<file path="config.mk">
export PLATFORM = sky130hd
export DESIGN_NAME = one_wire_bus_master_top_flat
export DESIGN_NICKNAME = d
export VERILOG_FILES = /design/src/rtl/core/owbm_pkg.sv /design/src/rtl/core/owbm_if.sv /design/src/rtl/core/owbm_front.sv /design/src/rtl/core/owbm_queue.sv /design/src/rtl/core/owbm_exec.sv /design/src/rtl/core/one_wire_bus_master_top.sv /design/src/flat_wrapper.sv
export VERILOG_INCLUDE_DIRS = /design/src /design/src/rtl/core
export SDC_FILE = /design/constraint.sdc
export NUM_CORES = 1
export LEC_CHECK = 0
export BUFFER_PORTS_ARGS = -buffer_cell sky130_fd_sc_hd__buf_2
export CELL_PAD_IN_SITES_DETAIL_PLACEMENT = 1
export CELL_PAD_IN_SITES_GLOBAL_PLACEMENT = 1
export CORE_MARGIN = 5
export CORE_UTILIZATION = 35
export CTS_BUF_LIST = sky130_fd_sc_hd__clkbuf_4 sky130_fd_sc_hd__clkbuf_8 sky130_fd_sc_hd__clkbuf_16
export DETAILED_ROUTE_END_ITERATION = 6
export PLACE_DENSITY = 0.62
export SETUP_SLACK_MARGIN = 0.05
export SYNTH_ARGS = -nofsm -noshare
export SYNTH_HDL_FRONTEND = slang
export SYNTH_SLANG_ARGS = --single-unit
</file>
<file path="constraint.sdc">
create_clock -name clock -period 12.85 [get_ports clock]
set_clock_uncertainty 0.2 [all_clocks]
set_input_delay 2.57 -clock clock [delete_from_list [all_inputs] [get_ports clock]]
set_output_delay 2.57 -clock clock [all_outputs]
set_load 0.005 [all_outputs]
</file>
<file path="src/rtl/core/one_wire_bus_master_top_assert.svh">
// ----------------------------------------------------------------------------
// One-wire bus master assertion macros
// Shared property shorthands for the concurrent checks of the bus master.
// ----------------------------------------------------------------------------
`ifndef ONE_WIRE_BUS_MASTER_TOP_ASSERT_SVH
`define ONE_WIRE_BUS_MASTER_TOP_ASSERT_SVH

// Same-cycle implication, sampled on the rising clock, quiet in reset
`define OWBM_ASSERT_NOW(label, ante, cons, msg) \
   label: assert property (@(posedge clock) disable iff (reset) (ante) |-> (cons)) \
      else $error(msg);

// Next-cycle implication, sampled on the rising clock, quiet in reset
`define OWBM_ASSERT_NEXT(label, ante, cons, msg) \
   label: assert property (@(posedge clock) disable iff (reset) (ante) |=> (cons)) \
      else $error(msg);

`endif

</file>
<file path="src/rtl/core/owbm_pkg.sv">
// ----------------------------------------------------------------------------
// One-wire bus master package
// Types, codes and defaults shared by the bus master modules.
// ----------------------------------------------------------------------------
package owbm_pkg;

   // Counter width default and configuration port geometry
   localparam int CountWidthDef = 12;
   localparam int RegCount      = 8;
   localparam int CsrIndexWidth = 3;
   localparam int CsrDataWidth  = 10;

   // Queue between front and back
   localparam int QueueDepth = 2;
   localparam int QueueAw    = 1;

   // Command codes on the request word
   localparam logic [2:0] CMD_TICK   = 3'd0;
   localparam logic [2:0] CMD_RESET  = 3'd1;
   localparam logic [2:0] CMD_WBYTE  = 3'd2;
   localparam logic [2:0] CMD_RBYTE  = 3'd3;
   localparam logic [2:0] CMD_WBIT   = 3'd4;
   localparam logic [2:0] CMD_RBIT   = 3'd5;

   // Register indexes
   localparam logic [CsrIndexWidth-1:0] REG_RESET_LOW     = 3'd0;
   localparam logic [CsrIndexWidth-1:0] REG_RESET_SAMPLE  = 3'd1;
   localparam logic [CsrIndexWidth-1:0] REG_RESET_RELEASE = 3'd2;
   localparam logic [CsrIndexWidth-1:0] REG_WRITE_ONE     = 3'd3;
   localparam logic [CsrIndexWidth-1:0] REG_WRITE_ZERO    = 3'd4;
   localparam logic [CsrIndexWidth-1:0] REG_READ_LOW      = 3'd5;
   localparam logic [CsrIndexWidth-1:0] REG_READ_SAMPLE   = 3'd6;
   localparam logic [CsrIndexWidth-1:0] REG_SLOT          = 3'd7;

   // Register reset values
   localparam logic [9:0] RESET_LOW_DEF     = 10'd480;
   localparam logic [7:0] RESET_SAMPLE_DEF  = 8'd70;
   localparam logic [9:0] RESET_RELEASE_DEF = 10'd410;
   localparam logic [6:0] WRITE_ONE_DEF     = 7'd6;
   localparam logic [6:0] WRITE_ZERO_DEF    = 7'd60;
   localparam logic [6:0] READ_LOW_DEF      = 7'd6;
   localparam logic [6:0] READ_SAMPLE_DEF   = 7'd9;
   localparam logic [7:0] SLOT_DEF          = 8'd70;

   // Classified operation of one tick word
   typedef enum logic [2:0] {
      OP_TICK,
      OP_RESET,
      OP_WBYTE,
      OP_RBYTE,
      OP_WBIT,
      OP_RBIT
   } op_type;

   // Bus sequencer mode
   typedef enum logic [2:0] {
      M_IDLE,
      M_RLOW,
      M_RWAIT,
      M_RREC,
      M_WBYTE,
      M_RBYTE,
      M_WBIT,
      M_RBIT
   } mode_type;

   // Timing registers
   typedef struct packed {
      logic [9:0] reset_low_time;
      logic [7:0] reset_sample_time;
      logic [9:0] reset_release_time;
      logic [6:0] write_one_low_time;
      logic [6:0] write_zero_low_time;
      logic [6:0] read_low_time;
      logic [6:0] read_sample_time;
      logic [7:0] slot_time;
   } cfg_type;

   // One queued tick word
   typedef struct packed {
      op_type     op;
      logic [7:0] data_byte;
      logic       last_byte;
      logic       line_in;
   } entry_type;

   // Queue status seen by the back end
   typedef struct packed {
      logic empty;
      logic full;
   } queue_stat_type;

endpackage

</file>
<file path="src/rtl/core/owbm_if.sv">
// ----------------------------------------------------------------------------
// One-wire bus master channels
// Request and response channel interfaces with valid/ready handshake.
// ----------------------------------------------------------------------------
interface owbm_req_if;
   logic       valid;
   logic       ready;
   logic [2:0] cmd;
   logic [7:0] data_byte;
   logic       last_byte;
   logic       line_in;

   modport source (output valid, cmd, data_byte, last_byte, line_in, input ready);
   modport sink   (input valid, cmd, data_byte, last_byte, line_in, output ready);
endinterface

interface owbm_rsp_if;
   logic       valid;
   logic       ready;
   logic       drive_low;
   logic       busy_res;
   logic       op_done;
   logic       presence;
   logic [7:0] read_data;
   logic       rejected;
   logic       transfer_done;

   modport source (output valid, drive_low, busy_res, op_done, presence, read_data,
                   rejected, transfer_done, input ready);
   modport sink   (input valid, drive_low, busy_res, op_done, presence, read_data,
                   rejected, transfer_done, output ready);
endinterface

</file>
<file path="src/rtl/core/owbm_front.sv">
// ----------------------------------------------------------------------------
// One-wire bus master front end
// Accepts tick words and classifies the command into an operation.
// ----------------------------------------------------------------------------
module owbm_front
   import owbm_pkg::*;
(
   owbm_req_if.sink       req_chan,
   input  queue_stat_type q_stat,
   output logic           push,
   output entry_type      push_entry
);

   op_type op;

   // Map command codes; unknown codes act as a plain tick
   always_comb begin
      case (req_chan.cmd)
         CMD_TICK:  op = OP_TICK;
         CMD_RESET: op = OP_RESET;
         CMD_WBYTE: op = OP_WBYTE;
         CMD_RBYTE: op = OP_RBYTE;
         CMD_WBIT:  op = OP_WBIT;
         CMD_RBIT:  op = OP_RBIT;
         default:   op = OP_TICK;
      endcase
   end

   // Take a word whenever the queue has room
   assign req_chan.ready = !q_stat.full;
   assign push           = req_chan.valid && !q_stat.full;

   assign push_entry.op        = op;
   assign push_entry.data_byte = req_chan.data_byte;
   assign push_entry.last_byte = req_chan.last_byte;
   assign push_entry.line_in   = req_chan.line_in;

endmodule

</file>
<file path="src/rtl/core/owbm_queue.sv">
// ----------------------------------------------------------------------------
// One-wire bus master queue
// Short FIFO of classified tick words between front and back end.
// ----------------------------------------------------------------------------
module owbm_queue
   import owbm_pkg::*;
(
   input  logic           clock,
   input  logic           reset,
   input  logic           push,
   input  entry_type      push_entry,
   input  logic           pop,
   output entry_type      head,
   output queue_stat_type q_stat
);

   entry_type          mem_ff [QueueDepth];
   logic [QueueAw-1:0] wr_ptr_ff, wr_ptr_in;
   logic [QueueAw-1:0] rd_ptr_ff, rd_ptr_in;
   logic [QueueAw:0]   count_ff, count_in;

   // Advance pointers and occupancy
   always_comb begin
      wr_ptr_in = push ? wr_ptr_ff + QueueAw'(1) : wr_ptr_ff;
      rd_ptr_in = pop ? rd_ptr_ff + QueueAw'(1) : rd_ptr_ff;
      count_in  = count_ff + (QueueAw+1)'(push) - (QueueAw+1)'(pop);
   end

   always_ff @(posedge clock) begin
      if (reset) begin
         wr_ptr_ff <= '0;
         rd_ptr_ff <= '0;
         count_ff  <= '0;
      end else begin
         wr_ptr_ff <= wr_ptr_in;
         rd_ptr_ff <= rd_ptr_in;
         count_ff  <= count_in;
      end
   end

   // Store the incoming word
   always_ff @(posedge clock) begin
      if (push) begin
         mem_ff[wr_ptr_ff] <= push_entry;
      end
   end

   assign head         = mem_ff[rd_ptr_ff];
   assign q_stat.empty = (count_ff == '0);
   assign q_stat.full  = (count_ff == (QueueAw+1)'(QueueDepth));

endmodule

</file>
<file path="src/rtl/core/owbm_exec.sv">
// ----------------------------------------------------------------------------
// One-wire bus master back end; registers status.
// Runs reset and bit-slot timing one tick word per cycle unless stalled.
// ----------------------------------------------------------------------------
module owbm_exec
   import owbm_pkg::*;
#(
   parameter int CountWidth = CountWidthDef
)
(
   input  logic           clock,
   input  logic           reset,
   input  cfg_type        cfg,
   input  queue_stat_type q_stat,
   input  entry_type      head,
   output logic           pop,
   owbm_rsp_if.source     rsp_chan
);

   localparam int CmpW = (CountWidth > 10) ? CountWidth : 10;

   // Sequencer state
   mode_type              mode_ff, mode_in;
   logic [CountWidth-1:0] tc_ff, tc_in;
   logic [2:0]            bit_ff, bit_in;
   logic [7:0]            shift_ff, shift_in;
   logic                  pres_ff, pres_in;
   logic                  last_ff, last_in;
   logic [7:0]            rdata_ff, rdata_in;

   // Output register
   logic                  rsp_valid_ff;
   logic                  drive_ff, busy_ff, done_ff, rej_ff, xfer_ff;
   logic                  drive, done, xfer;

   // Effective state after command start
   logic                  is_cmd, start, rej;
   mode_type              em;
   logic [CountWidth-1:0] et, tc_inc;
   logic [2:0]            eb;
   logic [7:0]            es;
   logic                  elast;

   // Timing terms
   logic [9:0]            rlow;
   logic [7:0]            len, lenm1, low_nz, lowt, sp;
   logic [6:0]            raw_low;
   logic [8:0]            sp_sum;
   logic                  is_read, is_byte, bitv, more_bits;
   logic                  rlow_end, rwait_end, rrec_end, slot_end;

   assign pop = !q_stat.empty && (!rsp_valid_ff || rsp_chan.ready);

   // Start a command when idle, flag it when busy
   always_comb begin
      is_cmd = (head.op != OP_TICK);
      start  = is_cmd && (mode_ff == M_IDLE);
      rej    = is_cmd && (mode_ff != M_IDLE);
      em     = mode_ff;
      et     = tc_ff;
      eb     = bit_ff;
      es     = shift_ff;
      elast  = last_ff;
      if (start) begin
         et    = '0;
         eb    = '0;
         es    = '0;
         elast = 1'b0;
         case (head.op)
            OP_RESET: em = M_RLOW;
            OP_WBYTE: begin
               em    = M_WBYTE;
               es    = head.data_byte;
               elast = head.last_byte;
            end
            OP_RBYTE: begin
               em    = M_RBYTE;
               elast = head.last_byte;
            end
            OP_WBIT: begin
               em = M_WBIT;
               es = {7'd0, head.data_byte[0]};
            end
            OP_RBIT: em = M_RBIT;
            default: em = mode_ff;
         endcase
      end
   end

   // Slot timing and end conditions
   always_comb begin
      tc_inc    = et + CountWidth'(1);
      rlow      = (cfg.reset_low_time == '0) ? 10'd1 : cfg.reset_low_time;
      rlow_end  = CmpW'(tc_inc) >= CmpW'(rlow);
      rwait_end = CmpW'(et) >= CmpW'(cfg.reset_sample_time);
      rrec_end  = CmpW'(tc_inc) >= CmpW'(cfg.reset_release_time);
      len       = (cfg.slot_time < 8'd2) ? 8'd2 : cfg.slot_time;
      lenm1     = len - 8'd1;
      is_read   = (em == M_RBYTE) || (em == M_RBIT);
      is_byte   = (em == M_WBYTE) || (em == M_RBYTE);
      bitv      = es[eb];
      if (is_read) begin
         raw_low = cfg.read_low_time;
      end else if (bitv) begin
         raw_low = cfg.write_one_low_time;
      end else begin
         raw_low = cfg.write_zero_low_time;
      end
      low_nz    = (raw_low == '0) ? 8'd1 : {1'b0, raw_low};
      lowt      = (low_nz > lenm1) ? lenm1 : low_nz;
      sp_sum    = {1'b0, lowt} + {2'b00, cfg.read_sample_time};
      sp        = (sp_sum > {1'b0, lenm1}) ? lenm1 : sp_sum[7:0];
      slot_end  = CmpW'(et) >= CmpW'(lenm1);
      more_bits = is_byte && (eb != 3'd7);
   end

   // Next mode
   always_comb begin
      mode_in = em;
      case (em)
         M_IDLE:  mode_in = M_IDLE;
         M_RLOW:  mode_in = rlow_end ? M_RWAIT : M_RLOW;
         M_RWAIT: mode_in = rwait_end ? M_RREC : M_RWAIT;
         M_RREC:  mode_in = rrec_end ? M_IDLE : M_RREC;
         M_WBYTE, M_RBYTE, M_WBIT, M_RBIT: begin
            mode_in = (slot_end && !more_bits) ? M_IDLE : em;
         end
         default: mode_in = M_IDLE;
      endcase
   end

   // Counters, shifter and status for this tick
   always_comb begin
      drive    = 1'b0;
      done     = 1'b0;
      xfer     = 1'b0;
      tc_in    = et;
      bit_in   = eb;
      shift_in = es;
      last_in  = elast;
      pres_in  = pres_ff;
      rdata_in = rdata_ff;
      case (em)
         M_IDLE: tc_in = et;
         M_RLOW: begin
            drive = 1'b1;
            tc_in = rlow_end ? '0 : tc_inc;
         end
         M_RWAIT: begin
            if (rwait_end) begin
               pres_in = !head.line_in;
               tc_in   = '0;
            end else begin
               tc_in = tc_inc;
            end
         end
         M_RREC: begin
            done  = rrec_end;
            tc_in = rrec_end ? '0 : tc_inc;
         end
         M_WBYTE, M_RBYTE, M_WBIT, M_RBIT: begin
            if (is_read && (CmpW'(et) == CmpW'(sp)) && head.line_in) begin
               shift_in = es | (8'd1 << eb);
            end
            drive = CmpW'(et) < CmpW'(lowt);
            if (slot_end) begin
               tc_in = '0;
               if (more_bits) begin
                  bit_in = eb + 3'd1;
               end else begin
                  if (is_read) begin
                     rdata_in = shift_in;
                  end
                  done   = 1'b1;
                  xfer   = elast;
                  bit_in = '0;
               end
            end else begin
               tc_in = tc_inc;
            end
         end
         default: tc_in = et;
      endcase
   end

   // Hold state; advance on each popped word
   always_ff @(posedge clock) begin
      if (reset) begin
         mode_ff  <= M_IDLE;
         tc_ff    <= '0;
         bit_ff   <= '0;
         shift_ff <= '0;
         pres_ff  <= 1'b0;
         last_ff  <= 1'b0;
         rdata_ff <= '0;
      end else if (pop) begin
         mode_ff  <= mode_in;
         tc_ff    <= tc_in;
         bit_ff   <= bit_in;
         shift_ff <= shift_in;
         pres_ff  <= pres_in;
         last_ff  <= last_in;
         rdata_ff <= rdata_in;
      end
   end

   // Output word valid: set on pop, drop when taken
   always_ff @(posedge clock) begin
      if (reset) begin
         rsp_valid_ff <= 1'b0;
      end else if (pop) begin
         rsp_valid_ff <= 1'b1;
      end else if (rsp_chan.ready) begin
         rsp_valid_ff <= 1'b0;
      end
   end

   // Output word payload
   always_ff @(posedge clock) begin
      if (pop) begin
         drive_ff <= drive;
         busy_ff  <= (mode_in != M_IDLE);
         done_ff  <= done;
         rej_ff   <= rej;
         xfer_ff  <= xfer;
      end
   end

   assign rsp_chan.valid         = rsp_valid_ff;
   assign rsp_chan.drive_low     = drive_ff;
   assign rsp_chan.busy_res      = busy_ff;
   assign rsp_chan.op_done       = done_ff;
   assign rsp_chan.presence      = pres_ff;
   assign rsp_chan.read_data     = rdata_ff;
   assign rsp_chan.rejected      = rej_ff;
   assign rsp_chan.transfer_done = xfer_ff;

endmodule

</file>
<file path="src/rtl/core/one_wire_bus_master_top.sv">
// ----------------------------------------------------------------------------
// One-wire bus master top level
// Timing registers, front end, word queue and bus sequencer.
// ----------------------------------------------------------------------------
// Feed one request word per microsecond tick; each word yields exactly one
// response word telling whether to pull the bus low during that tick, plus
// status. The block takes one word every clock cycle while the queue has
// room; a word's response passes through the two-entry queue and then the
// sequencer's output register. Either side may stall independently; the queue
// and the output register absorb it. The user must write timing registers
// through the csr_ port only while no word is in flight; the block does not
// enforce this. Timing registers reset to the standard slot timings.
module one_wire_bus_master_top
   import owbm_pkg::*;
#(
   parameter int CountWidth = CountWidthDef
)
(
   input  logic                     clock,
   input  logic                     reset,
   input  logic                     csr_we,
   input  logic [CsrIndexWidth-1:0] csr_index,
   input  logic [CsrDataWidth-1:0]  csr_wdata,
   owbm_req_if.sink                 req_chan,
   owbm_rsp_if.source               rsp_chan
);

`include "one_wire_bus_master_top_assert.svh"

   cfg_type        cfg_ff, cfg_in;
   queue_stat_type q_stat;
   entry_type      push_entry, head;
   logic           push, pop;

   // Decode register writes
   always_comb begin
      cfg_in = cfg_ff;
      if (csr_we) begin
         case (csr_index)
            REG_RESET_LOW:     cfg_in.reset_low_time      = csr_wdata[9:0];
            REG_RESET_SAMPLE:  cfg_in.reset_sample_time   = csr_wdata[7:0];
            REG_RESET_RELEASE: cfg_in.reset_release_time  = csr_wdata[9:0];
            REG_WRITE_ONE:     cfg_in.write_one_low_time  = csr_wdata[6:0];
            REG_WRITE_ZERO:    cfg_in.write_zero_low_time = csr_wdata[6:0];
            REG_READ_LOW:      cfg_in.read_low_time       = csr_wdata[6:0];
            REG_READ_SAMPLE:   cfg_in.read_sample_time    = csr_wdata[6:0];
            REG_SLOT:          cfg_in.slot_time           = csr_wdata[7:0];
            default:           cfg_in = cfg_ff;
         endcase
      end
   end

   always_ff @(posedge clock) begin
      if (reset) begin
         cfg_ff.reset_low_time      <= RESET_LOW_DEF;
         cfg_ff.reset_sample_time   <= RESET_SAMPLE_DEF;
         cfg_ff.reset_release_time  <= RESET_RELEASE_DEF;
         cfg_ff.write_one_low_time  <= WRITE_ONE_DEF;
         cfg_ff.write_zero_low_time <= WRITE_ZERO_DEF;
         cfg_ff.read_low_time       <= READ_LOW_DEF;
         cfg_ff.read_sample_time    <= READ_SAMPLE_DEF;
         cfg_ff.slot_time           <= SLOT_DEF;
      end else begin
         cfg_ff <= cfg_in;
      end
   end

   owbm_front u_front (
      .req_chan   (req_chan),
      .q_stat     (q_stat),
      .push       (push),
      .push_entry (push_entry)
   );

   owbm_queue u_queue (
      .clock      (clock),
      .reset      (reset),
      .push       (push),
      .push_entry (push_entry),
      .pop        (pop),
      .head       (head),
      .q_stat     (q_stat)
   );

   owbm_exec #(
      .CountWidth (CountWidth)
   ) u_exec (
      .clock    (clock),
      .reset    (reset),
      .cfg      (cfg_ff),
      .q_stat   (q_stat),
      .head     (head),
      .pop      (pop),
      .rsp_chan (rsp_chan)
   );

   // An accepted word is queued on the next cycle
   `OWBM_ASSERT_NEXT(a_accept_queued, req_chan.valid && req_chan.ready, !q_stat.empty, "accepted word not queued")
   // A finished operation leaves the sequencer idle
   `OWBM_ASSERT_NOW(a_done_idle, rsp_chan.valid && rsp_chan.op_done, !rsp_chan.busy_res, "done while busy")
   // A completed transfer is always a completed operation
   `OWBM_ASSERT_NOW(a_xfer_done, rsp_chan.valid && rsp_chan.transfer_done, rsp_chan.op_done, "transfer_done without op_done")

endmodule

</file>
<file path="src/flat_wrapper.sv">
// flat-port wrapper written by rule: the top's interface ports become plain ports
module one_wire_bus_master_top_flat import owbm_pkg::*;
#(
   parameter int CountWidth = CountWidthDef
)
  (clock, reset, csr_we, csr_index, csr_wdata, req_chan_valid, req_chan_cmd, req_chan_data_byte, req_chan_last_byte, req_chan_line_in, req_chan_ready, rsp_chan_valid, rsp_chan_drive_low, rsp_chan_busy_res, rsp_chan_op_done, rsp_chan_presence, rsp_chan_read_data, rsp_chan_rejected, rsp_chan_transfer_done, rsp_chan_ready);
  owbm_req_if req_chan_i ();
  owbm_rsp_if rsp_chan_i ();
  input  logic clock;
  input  logic reset;
  input  logic csr_we;
  input  logic [CsrIndexWidth-1:0] csr_index;
  input  logic [CsrDataWidth-1:0] csr_wdata;
  input wire logic [$bits(req_chan_i.valid)-1:0] req_chan_valid;
  input wire logic [$bits(req_chan_i.cmd)-1:0] req_chan_cmd;
  input wire logic [$bits(req_chan_i.data_byte)-1:0] req_chan_data_byte;
  input wire logic [$bits(req_chan_i.last_byte)-1:0] req_chan_last_byte;
  input wire logic [$bits(req_chan_i.line_in)-1:0] req_chan_line_in;
  output wire logic [$bits(req_chan_i.ready)-1:0] req_chan_ready;
  output wire logic [$bits(rsp_chan_i.valid)-1:0] rsp_chan_valid;
  output wire logic [$bits(rsp_chan_i.drive_low)-1:0] rsp_chan_drive_low;
  output wire logic [$bits(rsp_chan_i.busy_res)-1:0] rsp_chan_busy_res;
  output wire logic [$bits(rsp_chan_i.op_done)-1:0] rsp_chan_op_done;
  output wire logic [$bits(rsp_chan_i.presence)-1:0] rsp_chan_presence;
  output wire logic [$bits(rsp_chan_i.read_data)-1:0] rsp_chan_read_data;
  output wire logic [$bits(rsp_chan_i.rejected)-1:0] rsp_chan_rejected;
  output wire logic [$bits(rsp_chan_i.transfer_done)-1:0] rsp_chan_transfer_done;
  input wire logic [$bits(rsp_chan_i.ready)-1:0] rsp_chan_ready;
  assign req_chan_i.valid = req_chan_valid;
  assign req_chan_i.cmd = req_chan_cmd;
  assign req_chan_i.data_byte = req_chan_data_byte;
  assign req_chan_i.last_byte = req_chan_last_byte;
  assign req_chan_i.line_in = req_chan_line_in;
  assign req_chan_ready = req_chan_i.ready;
  assign rsp_chan_valid = rsp_chan_i.valid;
  assign rsp_chan_drive_low = rsp_chan_i.drive_low;
  assign rsp_chan_busy_res = rsp_chan_i.busy_res;
  assign rsp_chan_op_done = rsp_chan_i.op_done;
  assign rsp_chan_presence = rsp_chan_i.presence;
  assign rsp_chan_read_data = rsp_chan_i.read_data;
  assign rsp_chan_rejected = rsp_chan_i.rejected;
  assign rsp_chan_transfer_done = rsp_chan_i.transfer_done;
  assign rsp_chan_i.ready = rsp_chan_ready;
  one_wire_bus_master_top #(.CountWidth(CountWidth)) u_core (.clock(clock), .reset(reset), .csr_we(csr_we), .csr_index(csr_index), .csr_wdata(csr_wdata), .req_chan(req_chan_i), .rsp_chan(rsp_chan_i));
endmodule
</file>
==> Yosys cells after proc, flatten, opt, wreduce, memory -nomap -nowiden <==
Memory sizes are Yosys's and may differ from the RTL's. A register that Yosys moved wholly into a read port is not among the register bits.
Index checks and enable logic that the tools add are counted.
{ "op_classes": {"add_sub_neg": 8, "order_cmp": 9, "n_eq_ne": 27, "n_shift": 1, "n_mux": 43, "bitwise": 4, "n_reduce_logical": 39} }
{ "ops": {"columns": ["cell", "count"], "rows": [
  ["12-bit 2-to-1 mux", 5],
  ["12-bit case mux with 5 select lines", 1],
  ["8-bit 2-to-1 mux", 6],
  ["3-bit case mux with 5 select lines", 3],
  ["3-bit equality test (second input constant)", 12],
  ["3-bit by 2-bit equality test with 1-bit output (second input constant)", 8],
  ["12-bit by 10-bit greater-or-equal comparator with 1-bit output", 2],
  ["12-bit by 8-bit greater-or-equal comparator with 1-bit output", 2],
  ["7-bit 2-to-1 mux", 3],
  ["3-bit 2-to-1 mux", 6],
  ["8-bit case mux with 2 select lines", 1],
  ["2-bit AND reduction", 8],
  ["12-bit by 1-bit adder with 12-bit output (second input constant)", 1],
  ["12-bit by 8-bit equality test with 1-bit output", 1],
  ["3-bit by 1-bit equality test with 1-bit output (second input constant)", 4],
  ["12-bit by 8-bit < comparator with 1-bit output", 1],
  ["1-bit 2-to-1 mux", 12],
  ["10-bit logical NOT", 1],
  ["10-bit 2-to-1 mux", 1],
  ["8-bit by 7-bit adder with 9-bit output", 1],
  ["9-bit by 8-bit > comparator with 1-bit output", 1],
  ["3-bit logical NOT", 3],
  ["3-bit nonzero test", 3],
  ["7-bit by 8-bit > comparator with 1-bit output", 1],
  ["26 further kinds", 44]
]} }
{ "word_totals": {"regBits": 110, "ramBits": 26, "in_bits": 31, "output_inout_bits": 16, "n_memories": 1} }
{ "memory_table": {"columns": ["memory", "words", "width", "rd", "rd_clocked_by_memory_dff", "write_ports", "line", "rtl"], "rows": [
  ["u_core.u_queue.mem_ff", 2, 13, 1, 1, 1, "owbm_queue.sv:17", "entry_type mem_ff [QueueDepth];"]
]} }

==> Logic depth before layout (Yosys ltp) <==
{ "logic_depth": {"depth_word": 19, "ltp_mapped": 36, "depth_no_buf": 32} }

==> By module <==
Synthesis repeated with hierarchy kept, for this count alone.
{ "unflattened": {"cells_unflattened": 950, "hier_area_um2": 8823.5} }
{ "modules_own_cells": {"columns": ["module", "n_inst", "cells_per_inst", "area_each_um2"], "rows": [
  ["owbm_exec", 1, 635, 4986.0],
  ["one_wire_bus_master_top", 1, 239, 2537.4],
  ["owbm_queue", 1, 61, 1192.4],
  ["owbm_front", 1, 15, 107.6]
]} }

==> Least setup slack after synthesis <==
No wires, ideal clock.
{ "synth_timing": {"kind": "register to register", "startpoint": "mem u_core.u_queue.mem_ff[1][11] (netlist bit)", "endpoint": "reg u_core.u_exec.rdata_ff[0], in the netlist u_core.u_exec.rsp_chan.read_data[0]", "setup_ns": 0.086, "arrival_ns": 7.308, "required_time_ns": 12.564, "setup_slack_ns": 5.257, "stages_incl_launch_ff": 35, "n_path_buf": 3, "period_less_slack_ns": 7.593, "cell_sequence": "edfxtp_1 -> nor4b_4 -> or3_1 -> buf_6 -> and2_0 -> clkbuf_1 -> inv_2 -> o311ai_4 -> mux2i_1 -> nor2_1 -> a21oi_1 -> inv_1 -> ha_1 -> nor2b_1 -> o21ai_0 -> nand2b_1 -> a21oi_1 -> o21ai_0 -> o211a_1 -> clkbuf_1 -> mux2_2 -> ha_1 -> nand3_1 -> o2111ai_1 -> a21o_1 -> a21o_1 -> ha_1 -> nand4_1 -> or2_2 -> o211a_1 -> o211ai_1 -> o311ai_0 -> a2111oi_4 -> a41oi_1 -> a211oi_1"} }
{ "synth_rtl": {"columns": ["item", "line", "rtl"], "rows": [
  ["start, declared", "owbm_queue.sv:17", null],
  ["end signal, assigned", "owbm_exec.sv:203", "rdata_ff <= rdata_in;"],
  ["end, declared", "owbm_exec.sv:29", "logic [7:0] rdata_ff, rdata_in;"]
]} }

==> flow_summary.json <==
{
  "status": "completed",
  "n_antenna_cell": 0,
  "power_mw": 2.19,
  "fmax_ghz": 0.105,
  "vias": 7231,
  "synth_top_area_cell": "dfxtp_1",
  "worstPathMaxFanout": 28,
  "setup_viol": 0,
  "cts_max_path_buffers": 2,
  "slew_headroom_pct": 22.8,
  "cts_tree": "built",
  "start_util_pct": 35.4,
  "cp_common_cell": "ha_1",
  "fin_area_mm2": 0.00965,
  "synth_nets": 1075,
  "cts_setup_buffers": 0,
  "post_drt_wl_per_cell_um": 19.3,
  "grtUsageTotal_pct": 18.6,
  "ctsResizeCount": 0,
  "ys_top_cells_by_area": "dfxtp_1, ha_1, edfxtp_1",
  "path_clk_slew_ps": 70,
  "fin_crit_sh_pct": 73.9,
  "antenna_found_initial": 0,
  "final_cell_mix": "nor2_1, dfxtp_1, nand2_1",
  "cts_hold_buf": 0,
  "clock-sinks": 137,
  "io_pins": 47,
  "rsz0062_at_grt": "no",
  "cp-start-kind": "flip-flop",
  "die_y_um": 166,
  "synth.distinct_cells": 84,
  "cts_made_buffers": 17,
  "grt_pass1_wl_mm": 41.3,
  "tightest_slew_ps": 1150,
  "finalSetupTns_ps": 0,
  "io_buffers": 46,
  "first_global_vias": 7349,
  "htreeDepth": 4,
  "power.density_mw_per_mm2": 227,
  "syn_area_per_cell_um2": 8.87,
  "slew_violations": 0,
  "final_common_cell": "nor2_1",
  "dp_hpwl_mm": 18.9,
  "critical_path_class": "flip-flop to flip-flop",
  "layout.nets": 1102,
  "grt_start_max_net_pins": 62,
  "period_needed_ps": 9490,
  "drtAntennaViolNets": 0,
  "drt-pass1-iter-count": 4,
  "syn_to_final_growth_pct": 12.8,
  "synth_top_area_share_pct": 24.8,
  "critPathSlowestCell": "dfxtp_1",
  "vias_per_cell": 5.44,
  "hold_viol": 0,
  "wirelength_mm": 25.6,
  "arrival_ps": 9630,
  "async_reset_ff_share_pct": 0,
  "ys_ff_latch": 137,
  "cp.required_ps": 12990,
  "final_util_pct": 39.9,
  "p_leak_nw": 3.88,
  "dpl-instance-area_mm2": 0.00906,
  "grt_overflow": 0,
  "peakVddDrop_mv": 0.0933,
  "endpoint_kind": "flip-flop",
  "drt_iter0_drc": 424,
  "syn_inst": 965,
  "synth_edf_count": 31,
  "min_path_type": "flip-flop to flip-flop",
  "drive_gt1_share_pct": 12.4,
  "gp_congestion": 0.838,
  "chipWidth_um": 166,
  "cap_violations": 0,
  "synth_warnings": 0,
  "fp.coreArea_mm2": 0.0242,
  "fp.dieArea_mm2": 0.0277,
  "slowest_delay_ps": 990,
  "clk_latency_ps": 430,
  "synth_seq_area_share_pct": 35.7,
  "synth_area_mm2": 0.00856,
  "drcViolationCount": 0,
  "synth_top_flop_cell": "dfxtp_1",
  "num_rows": 57,
  "root_buffer": "clkbuf_16"
}
final timing paths:
check	from	endpoint	slack, ps	depth (start not counted)
worst min register to register	u_core.cfg_ff[45]$_SDFFE_PP0P_	u_core.cfg_ff[45]$_SDFFE_PP0P_	260	2
worst max register to register	flip-flop	u_core.u_exec.rsp_chan.read_data[5]$_SDFFE_PP0P_	3360	31
worst min-delay path	u_core.cfg_ff[45]$_SDFFE_PP0P_	u_core.cfg_ff[45]$_SDFFE_PP0P_	260	2
worst max-delay path	flip-flop	u_core.u_exec.rsp_chan.read_data[5]$_SDFFE_PP0P_	3360	31
stage by stage:
| step | setup WS (ps) | std cells | hold slack (ps) |
|---|---|---|---|
| global route | 2630 | 1329 | 276 |
| global placement | 3890 | 1297 | 247 |
| floorplan | 5260 | 965 | 236 |
| CTS | 3420 | 1329 | 264 |
| detailed placement | 3470 | 1297 | 255 |
| finish | 3360 | 1329 | 260 |
final cells by class:
cell class / count / area [um2]
clock inverter: 11 / 109
clock buffer: 21 / 479
inverter: 56 / 210
multi-input combinational: 725 / 5090
timing repair buffer: 55 / 300
sequential: 137 / 3050
fill: 2823 / 14500
tap: 324 / 405
where the power goes:
part	leakage, nW	total, mW	internal (mW)	switching (mW)
Clock	0.291	0.496	0.290	0.206
Combinational	2.43	1.12	0.426	0.692
Sequential	1.15	0.577	0.505	0.0711
Total	3.88	2.19	1.22	0.969
cells by family (layout without fill, tap and decap cells):
logic type	Yosys count	after routing	synth area share, %
DFF	137	137	35.7
other	1	1	0.0438
buffers and inverters	103	143	4.91
xor gates and xnor gates	26	26	2.66
AOI/OAI and AO/OA	232	232	19.7
adders and majority gates	79	79	11.6
muxes	48	48	5.91
and+or+nand+nor	339	339	19.5
sequential cells by signal, summed over array words and instances (netlist names), 2 cells and up, named ones only:
register and count:
u_core.u_exec.mode_ff 3, u_core.u_queue.mem_ff 26, u_core.u_exec.shift_ff 8, u_core.u_exec.rsp_chan.read_data 8, u_core.u_exec.bit_ff 3, u_core.u_queue.count_ff 2, u_core.u_exec.tc_ff 12, u_core.cfg_ff 64
worst max-delay path, delay by kind of cell, from the launching register on:
family / cells / cell delay (ps)
AO/OA/AOI/OAI: 13 / 3930
adder cells (fa/ha/maj): 3 / 950
buffers and inverters: 3 / 490
flip-flops: 1 / 990
multiplexers: 2 / 670
AND/OR/NAND/NOR: 10 / 2140
cell usage after synthesis, drive strengths merged (7+ instances only):
master,instances
a21oi,58
nand2b,14
o21a,8
nand2,95
or3,7
clkbuf,41
and2,10
a211o,20
nand4,12
nor2,108
nand3b,7
nor3,16
nor2b,15
mux2i,40
nor4,10
ha,78
edfxtp,31
a41oi,7
a211oi,26
mux2,7
o21ai,28
xor2,14
or2,8
nand3,18
o211ai,11
dfxtp,106
xnor2,12
a21o,16
inv,56
per-layer routing:
metal / vias up / share of wire (%) / track usage (%)
li1: 3564 / - / -
met1: 3536 / 50 / 26.2
met2: 114 / 45 / 29.6
met3: 17 / 3.7 / 3.50
met4: 0 / 0.89 / 4.13
met5: - / 0 / 0
Note: power is estimated with default switching activity, not from simulation.
